--- config.mk ---
export PLATFORM = sky130hd
export DESIGN_NAME = rld_ctrl
export DESIGN_NICKNAME = d
export VERILOG_FILES = /design/src/hw/rtl/rld_pkg.sv /design/src/hw/rtl/rld_ctrl.sv
export SDC_FILE = /design/constraint.sdc
export NUM_CORES = 1
export LEC_CHECK = 0
export BUFFER_PORTS_ARGS = -buffer_cell sky130_fd_sc_hd__clkbuf_2
export CORE_AREA = 2 2 39 41
export CTS_CLUSTER_SIZE = 24
export DETAILED_ROUTE_END_ITERATION = 10
export DIE_AREA = 0 0 41 43
export SLEW_MARGIN = 10
export SYNTH_ARGS = -nofsm -noshare
export SYNTH_HDL_FRONTEND = slang
export SYNTH_SLANG_ARGS = --single-unit
--- constraint.sdc ---
create_clock -name clock -period 2.12 [get_ports clock]
set_input_delay 0.106 -clock clock [delete_from_list [all_inputs] [get_ports clock]]
set_output_delay 0.106 -clock clock [all_outputs]
set_load 0.02 [all_outputs]
--- src/hw/rtl/rld_pkg.sv ---
// Shared types and constants for the RMS level detector.
// Used by rld_ctrl, rld_datapath and rms_level_detector; no dependencies.
package rld_pkg;

   // Field and store widths
   localparam int SAMPLE_BITS_DEF = 16;
   localparam int LEVEL_BITS      = 15;
   localparam int SQ_BITS         = 31;   // Q1.30 square
   localparam int FP_BITS         = 48;   // Q8.40 filtered power
   localparam int GAIN_BITS       = 31;   // Q1.30 unsigned
   localparam int COEF_BITS       = 32;   // Q2.30 signed
   localparam int FF_BITS         = 43;   // feed-forward term in Q.40
   localparam int FB_BITS         = 50;   // feedback term in Q.40
   localparam int ROOT_STEPS      = FP_BITS / 2;
   localparam int STEP_CNT_BITS   = $clog2(ROOT_STEPS);

   // CSR port
   localparam int CSR_INDEX_BITS = 2;
   localparam int CSR_DATA_BITS  = 32;
   localparam logic [CSR_INDEX_BITS-1:0] CSR_INPUT_GAIN = 2'd0;
   localparam logic [CSR_INDEX_BITS-1:0] CSR_FEEDBACK   = 2'd1;

   localparam logic [GAIN_BITS-1:0]        GAIN_RESET     = 31'd2543695;
   localparam logic signed [COEF_BITS-1:0] FEEDBACK_RESET = -32'sd1068654434;

   typedef enum logic [2:0] {
      ST_IDLE,
      ST_SQUARE,
      ST_MULT,
      ST_FEEDBK,
      ST_UPDATE,
      ST_ROOT_LOAD,
      ST_ROOT_STEP,
      ST_WRITE
   } state_type;

   // Controller to datapath
   typedef struct packed {
      logic capture;     // latch the request payload
      logic square;      // square the sample
      logic mult;        // feed-forward and feedback partial products
      logic feedbk;      // combine feedback partial products
      logic update;      // new filter value and previous square
      logic root_load;   // start square root on |filtered power|
      logic root_step;   // one square root iteration
      logic load_out;    // move level into the response register
   } cmd_type;

   // Datapath to controller
   typedef struct packed {
      logic block_end;
   } status_type;

endpackage

--- src/hw/rtl/rld_ctrl.sv ---
// Sequencer for the RMS level detector: request/response handshake,
// step order and square root iteration count. Depends on rld_pkg.
module rld_ctrl (
   input  logic                clock,
   input  logic                reset,
   input  logic                req_valid,
   output logic                req_ready,
   output logic                rsp_valid,
   input  logic                rsp_ready,
   input  rld_pkg::status_type status,
   output rld_pkg::cmd_type    cmd
);
   import rld_pkg::*;

   state_type                state_ff, state_in;
   logic [STEP_CNT_BITS-1:0] step_cnt_ff, step_cnt_in;
   logic                     rsp_valid_ff, rsp_valid_in;
   logic                     out_free;

   assign out_free  = !rsp_valid_ff || rsp_ready;
   assign req_ready = (state_ff == ST_IDLE);
   assign rsp_valid = rsp_valid_ff;

   // Next state
   always_comb begin
      state_in = state_ff;
      unique case (state_ff)
         ST_IDLE:      if (req_valid) state_in = ST_SQUARE;
         ST_SQUARE:    state_in = ST_MULT;
         ST_MULT:      state_in = ST_FEEDBK;
         ST_FEEDBK:    state_in = ST_UPDATE;
         ST_UPDATE:    state_in = status.block_end ? ST_ROOT_LOAD : ST_IDLE;
         ST_ROOT_LOAD: state_in = ST_ROOT_STEP;
         ST_ROOT_STEP: begin
            if (step_cnt_ff == STEP_CNT_BITS'(ROOT_STEPS - 1)) state_in = ST_WRITE;
         end
         ST_WRITE:     if (out_free) state_in = ST_IDLE;
         default:      state_in = ST_IDLE;
      endcase
   end

   // Command outputs
   always_comb begin
      cmd = '0;
      unique case (state_ff)
         ST_IDLE:      cmd.capture   = req_valid;
         ST_SQUARE:    cmd.square    = 1'b1;
         ST_MULT:      cmd.mult      = 1'b1;
         ST_FEEDBK:    cmd.feedbk    = 1'b1;
         ST_UPDATE:    cmd.update    = 1'b1;
         ST_ROOT_LOAD: cmd.root_load = 1'b1;
         ST_ROOT_STEP: cmd.root_step = 1'b1;
         ST_WRITE:     cmd.load_out  = out_free;
         default:      cmd = '0;
      endcase
   end

   // Iteration counter and response valid
   always_comb begin
      step_cnt_in = step_cnt_ff;
      if (cmd.root_load) begin
         step_cnt_in = '0;
      end else if (cmd.root_step) begin
         step_cnt_in = step_cnt_ff + 1'b1;
      end
      if (cmd.load_out) begin
         rsp_valid_in = 1'b1;
      end else if (rsp_ready) begin
         rsp_valid_in = 1'b0;
      end else begin
         rsp_valid_in = rsp_valid_ff;
      end
   end

   always_ff @(posedge clock) begin
      if (reset) begin
         state_ff     <= ST_IDLE;
         step_cnt_ff  <= '0;
         rsp_valid_ff <= 1'b0;
      end else begin
         state_ff     <= state_in;
         step_cnt_ff  <= step_cnt_in;
         rsp_valid_ff <= rsp_valid_in;
      end
   end

endmodule

# After elaboration in Yosys (flattened, before gate mapping)

Cells that the tools add are included.
Widths: inputs -> output; s select.

Output and inout port bits: 10
Register bits: 9
Bits of input ports: 5
Word-level logic and storage cells: 36

$add $sub $neg: 1
Multiplexer cells: 15
Reduce and logical (&&, ||, !) cells: 6
Eq/ne operators: 11

Operators by type and width:

| operator            | count |
|---|---|
| $pmux 3 s8          | 1 |
| $eq 3x3->1 const B  | 4 |
| $mux 3              | 4 |
| $mux 1              | 10 |
| $eq 3x2->1 const B  | 2 |
| $ne 2x2->1 const B  | 3 |
| $add 5x1->5 const B | 1 |
| $eq 5x5->1 const B  | 1 |
| $eq 3x1->1 const B  | 1 |
| $logic_not 3->1     | 1 |
| $reduce_and 3->1    | 1 |
| $reduce_bool 2->1   | 1 |
| $reduce_or 2->1     | 1 |
| $logic_not 1->1     | 1 |
| $logic_or 1x1->1    | 1 |

# Logic depth before layout (Yosys ltp)

Gate-level depths: netlist of the first run.

Depth after elaboration: 4
Mapped depth: 4
Depth with buffers taken out: 4

# Least setup slack after synthesis of the first run

OpenSTA, ideal clock, no wires.

Kind: register to output
Start point: register state_ff[2]
End point: output cmd[7] (netlist bit)
Stages on the path, launching flop included: 4
Arrival: 1.347 ns
Buffers on the path: 1
Path slack: 0.667 ns
Cell sequence: dfxtp_1 -> buf_6 -> nor3_1 -> and2_1

RTL lines:

| item                     | RTL line       | RTL |
|---|---|---|
| start: declaration       | rld_ctrl.sv:15 | `state_type state_ff, state_in;` |
| start signal: assignment | rld_ctrl.sv:81 | `state_ff <= state_in;` |
| end: declaration         | rld_ctrl.sv:11 | `output rld_pkg::cmd_type cmd` |

==> results of run 1 <==
[cell type report]
cell class,count,area (um^2)
inverters,1,3.75
flip-flops and latches,9,180
multi-input cells,42,282
clock buffers,4,26.3
well taps,16,20.0
fillers,140,802
repair buffers,14,70.1
[worst reg2reg max path, stage by stage, from the launching register on]
cell and delay, ns:
dfxtp_1 0.61, mux2_2 0.40, o22ai_1 0.16, o31ai_1 0.08
[Yosys cell counts (all sizes together), types with 2 or more instances]
master and n:
dfxtp 9, nor2 6, a21oi 5, buf 4, nand3 3, nor3 3
or3 3, and2 2, nor3b 2, o21ai 2, xor2 2
[where the power goes]
| part | internal, uW | total, uW | switching [uW] |
|---|---|---|---|
| Clock | 72.5 | 133 | 60.7 |
| Combinational | 22.8 | 50.5 | 27.7 |
| Sequential | 173 | 187 | 13.4 |
| Total | 269 | 370 | 102 |
[worst paths after layout]
| path | startpoint | to | slack [ns] |
|---|---|---|---|
| max | state_ff[2]$_SDFFE_PP0P_ | cmd[0] | 0.58 |
| min | reset | rsp_valid$_SDFFE_PP0P_ | 0.1 |
| max reg2reg | state_ff[2]$_SDFFE_PP0P_ | state_ff[0]$_SDFFE_PP0P_ | 0.76 |
| min reg2reg | step_cnt_ff[4]$_SDFFE_PP0P_ | step_cnt_ff[4]$_SDFFE_PP0P_ | 0.50 |
[metrics by stage]
step	std cells	util [%]	area, um^2	power (uW)	hold slack (ns)
after floorplan	56	-	497	226	0.175
final	86	42.0	582	370	0.0982
after CTS	86	42.0	582	377	0.0932
after global routing	86	42.0	582	397	0.0921
after global placement	82	40.1	556	240	0.368
after detailed placement	82	40.1	556	241	0.364
[sequential cells by signal (all words and copies together), names as in the netlist]
signal / count
rsp_valid: 1
step_cnt_ff: 5
state_ff: 3
[per-layer routing]
metal  GRT usage, %  part of all wire, %  vias to the layer above
li1               -                    -                      226
met1           18.1                   47                      183
met2           16.3                   45                       15
met3           9.42                  7.9                        0
met4           6.00                    0                        0
met5              0                    0                        -
[cell families after synthesis]
group | after synthesis
AO/OA/AOI/OAI | 9
XOR/XNOR | 2
adder cells (fa/ha/maj) | 1
buffers and inverters | 5
flip-flops | 9
multiplexers | 2
AND/OR/NAND/NOR | 28
==> flow_metrics.env, run 1 <==
export IMPL_syn2layout_area_growth_pct=17.1
export IMPL_reg2reg_depth=3
export IMPL_track_usage_pct=13.6
export IMPL_cts_sinks=9
export IMPL_muxShareOfSynthArea_pct=4.28
export IMPL_maxCapViolCount=0
export IMPL_die_area_mm2=0.00176
export IMPL_hold_depth=2
export IMPL_path_clk_slew_ns=0.07
export IMPL_critical_path_class="reg -> out"
export IMPL_syn_nets=62
export IMPL_h_tree_depth=1
export IMPL_vias=424
export IMPL_layout_commonest_cell="clkbuf_2"
export IMPL_grt_pass1_wl_um=1540
export IMPL_synth_area_leader_cell="dfxtp_1"
export IMPL_drcViolationCount=0
export IMPL_layout_nets=77
export IMPL_synthFlopType="dfxtp_1"
export IMPL_portBuffers=14
export IMPL_min_period_over_period_pct=72.7
export IMPL_ant_nets=0
export IMPL_grt_max_degree=13
export IMPL_hold_buffers=0
export IMPL_cp_buffers_inverters=1
export IMPL_required_ns=2.01
export IMPL_tns_ns=0
export IMPL_synthAdderAreaFrac_pct=2.52
export IMPL_synth_top_family_by_area="simple AND/OR/NAND/NOR gates"
export IMPL_worst_path_max_delay_cell="dfxtp_1"
export IMPL_cp_cell_sequence="nand3_1 > nor2_1 > clkbuf_2"
export IMPL_dp_hpwl_um=685
export IMPL_ctsResizeCount=0
export IMPL_vias_per_cell=4.93
export IMPL_synth_seq_cells=9
export IMPL_synthArstFlopShare_pct=0
export IMPL_synth_xor_area_share_pct=3.53
export IMPL_drt_initial_drc_count=4
export IMPL_slew_violations=0
export IMPL_tightest_slew_ns=0.460
export IMPL_worstPathArrival_ns=1.44
export IMPL_end_kind="primary output"
export IMPL_p_leak_uw=0.000284
export IMPL_crit_family="flip-flops"
export IMPL_worst_setup_path_start_kind="flop"
export IMPL_mostFrequentLayoutCells="14 x clkbuf_2, 9 x dfxtp_1, 6 x nor2_1, 5 x a21oi_1"
export IMPL_fmax_mhz=649
export IMPL_firstDrtPassIters=4
export IMPL_hold_class="in -> reg"
export IMPL_dp_slack_ns=0.765
export IMPL_crit_cells=3
export IMPL_start_util_pct=35.9
export IMPL_fp_coreArea_mm2=0.00138
export IMPL_overflow=0
export IMPL_yosysWarnings=0
export IMPL_gp_congestion=0.711
export IMPL_hold_viol_final=0
export IMPL_max_stage_delay_ns=0.61
export IMPL_yosys_area_share_simple_pct=36.5
export IMPL_synthDistinctLibCells=28
export IMPL_syn_avg_cell_area_um2=8.87
export IMPL_synth_edff_count=0
export IMPL_crit_fanout=12
export IMPL_cts_path_max_buffers=2
export IMPL_postCtsSetupRepairBufs=0
export IMPL_ys_seq_area_share_pct=36.3
export IMPL_clk_latency_ns=0.26
export IMPL_relSlewSlack_pct=69.3
export IMPL_outcome="completed"
export IMPL_cts_tree="done"
export IMPL_finalSetupViolations=0
export IMPL_synth_compound_area_share_pct=9.82
export IMPL_num_rows=14
export IMPL_rsz0062_at_grt="no"
export IMPL_synth_area_top_cells="dfxtp_1 36%, a21oi_1 5.0%, nor2_1 4.5%, nand3b_4 4.0%, or3_1 3.8%"
export IMPL_synth_top_cell_area_share_pct=36.3
export IMPL_min_period_ns=1.54
export IMPL_drt_wirelength_per_cell_um=11.0
export IMPL_grt_pass1_vias=355
export IMPL_totalWireLength_um=942
export IMPL_worst_slack_ns=0.579
export IMPL_die_h_um=43
export IMPL_die_x_um=41
export IMPL_layout_drive_gt1_share_pct=30.0
export IMPL_synth_area_um2=497
export IMPL_diodes=0
export IMPL_clk_root_buffer_cell="clkbuf_4"
export IMPL_synth_cells=56
export IMPL_cts_made_buffers=3
export IMPL_io_pins=15
export IMPL_peakVddDrop_mv=0.264
export IMPL_antenna_found_initial=0
export IMPL_cellPowerDensity_mw_per_mm2=637
export IMPL_final_setup_skew_ns=0.00750
Power figures use the tool's default switching activity.
==> inputs of run 2 (changes only) <==
==> constraint.sdc (replaced) <==
create_clock -name clock -period 1.5 [get_ports clock]
set_input_delay 0.075 -clock clock [delete_from_list [all_inputs] [get_ports clock]]
set_output_delay 0.075 -clock clock [all_outputs]
set_load 0.02 [all_outputs]
==> run 2 against run 1 <==
Combinational power is 41% higher. Sequential power increased by 42%. Worst hold slack worse by 0.036 ns. Die area is the same. Clock skew did not move. Setup slack worse by 0.40 ns. Critical path type unchanged. Design area is 0.65% higher. Utilization grew 0.27 points. First-iteration DRC count unchanged. Routed wire length stayed put.
==> flow_metrics.env, run 2 (synthesis gave the netlist of run 1 again) <==
export IMPL_top_register="step_cnt_ff"
export IMPL_antenna_found_initial=0
export IMPL_use_met1_pct=18.1
export IMPL_cts_tree="done"
export IMPL_min_period_ns=1.33
export IMPL_cts_made_buffers=3
export IMPL_finalSetupViolations=0
export IMPL_cp_cell_sequence="nand3_1 > nor2_1 > clkbuf_2"
export IMPL_ant_nets=0
export IMPL_multiInputGateArea_um2=282
export IMPL_clk_latency_ns=0.26
export IMPL_grt_pass1_vias=355
export IMPL_worst_setup_path_start_kind="flop"
export IMPL_required_ns=1.42
export IMPL_die_area_mm2=0.00176
export IMPL_mostFrequentLayoutCells="14 x clkbuf_2, 6 x nor2_1, 6 x dfxtp_1, 5 x a21oi_1"
export IMPL_min_period_over_period_pct=88.4
export IMPL_num_rows=14
export IMPL_die_h_um=43
export IMPL_grt_busiest_layer="met1"
export IMPL_maxCapViolCount=0
export IMPL_grt_use_met3_pct=9.42
export IMPL_fill_cells=143
export IMPL_fmax_mhz=754
export IMPL_gp_congestion=0.712
export IMPL_final_setup_skew_ns=0.00750
export IMPL_fp_coreArea_mm2=0.00138
export IMPL_worstPathArrival_ns=1.25
export IMPL_placed_cells=82
export IMPL_vias_per_cell=4.93
export IMPL_final_util_pct=42.3
export IMPL_portBuffers=14
export IMPL_p_leak_uw=0.000285
export IMPL_grt_max_degree=13
export IMPL_seqCellArea_um2=184
export IMPL_track_usage_pct=13.6
export IMPL_dp_hpwl_um=685
export IMPL_worst_slack_ns=0.174
export IMPL_end_kind="primary output"
export IMPL_layout_nets=77
export IMPL_layoutNonFillerInstCount=86
export IMPL_slew_violations=0
export IMPL_relSlewSlack_pct=83.3
export IMPL_diodes=0
export IMPL_h_tree_depth=1
export IMPL_cellPowerDensity_mw_per_mm2=896
export IMPL_drcViolationCount=0
export IMPL_cts_path_max_buffers=2
export IMPL_drt_initial_drc_count=4
export IMPL_overflow=0
export IMPL_firstDrtPassIters=4
export IMPL_use_met2_pct=16.3
export IMPL_holdWs_ns=0.0617
export IMPL_grt_pass1_wl_um=1540
export IMPL_tns_ns=0
export IMPL_dp_slack_ns=0.145
export IMPL_peakVddDrop_mv=0.373
export IMPL_worst_path_max_delay_cell="dfxtp_2"
export IMPL_path_clk_slew_ns=0.07
export IMPL_cts_sinks=9
export IMPL_rsz0062_at_grt="no"
export IMPL_postCtsSetupRepairBufs=0
export IMPL_die_x_um=41
export IMPL_clk_root_buffer_cell="clkbuf_4"
export IMPL_hold_class="in -> reg"
export IMPL_layout_commonest_cell="clkbuf_2"
export IMPL_start_util_pct=35.9
export IMPL_tightest_slew_ns=0.250
export IMPL_crit_fanout=12
export IMPL_syn2layout_area_growth_pct=17.9
export IMPL_vias=424
export IMPL_max_stage_delay_ns=0.48
export IMPL_io_pins=15
export IMPL_largest_reg_flops=5
export IMPL_critical_path_class="reg -> out"
export IMPL_totalWireLength_um=942
export IMPL_layout_drive_gt1_share_pct=34.3
export IMPL_hold_viol_final=0
export IMPL_outcome="completed"
export IMPL_drt_wirelength_per_cell_um=11.0
## run 2: cell counts in the layout (fill, tap and decap cells not counted)
No cell type changed its count.
## run 2: what timing repair did
item,4_1_cts,5_1_grt
gates resized for setup,0,3
setup endpoints to repair,0,2
hold buffers,0,0
## run 2: metrics by stage
stage | total power [uW] | instance area (um^2)
floorplan | 320 | 497
global placement | 340 | 556
detailed placement | 341 | 556
CTS | 533 | 582
global route | 562 | 586
finish | 525 | 586
## run 2: path summary, 6_finish.rpt
| kind | from | end | slack, ns | cells past startpoint |
|---|---|---|---|---|
| setup / recovery | state_ff[2]$_SDFFE_PP0P_ | cmd[0] | 0.17 | 3 |
| hold / removal | reset | state_ff[2]$_SDFFE_PP0P_ | 0.06 | 2 |
| setup reg to reg | state_ff[2]$_SDFFE_PP0P_ | state_ff[0]$_SDFFE_PP0P_ | 0.30 | 3 |
| hold reg to reg | step_cnt_ff[4]$_SDFFE_PP0P_ | step_cnt_ff[4]$_SDFFE_PP0P_ | 0.50 | 2 |
## run 2: layout make-up
class,instances,area share [%]
multi-input combinational,42,48.1
sequential,9,31.4
timing repair buffer,14,12.0
clock buffer,4,4.49
tap,16,3.42
inverter,1,0.641
## run 2: per-layer routing
metal | wire length, um | vias up | share of wire [%]
li1 | - | 226 | -
met1 | 444 | 183 | 47
met2 | 423 | 15 | 45
met3 | 74 | 0 | 7.9
met4 | 0 | 0 | 0
met5 | 0 | - | 0
## run 2: critical path, delay by kind of cell (launching register included)
kind          cells  cell delay (ns)
buf+inv           1             0.19
flops             1             0.48
simple gates      2             0.32
## run 2: where the power goes
group / leakage, uW / switching (uW) / internal (uW)
Clock: 0.0000150 / 85.7 / 102
Sequential: 0.0000741 / 18.9 / 246
Combinational: 0.000196 / 39.1 / 32.2
Total: 0.000285 / 144 / 381
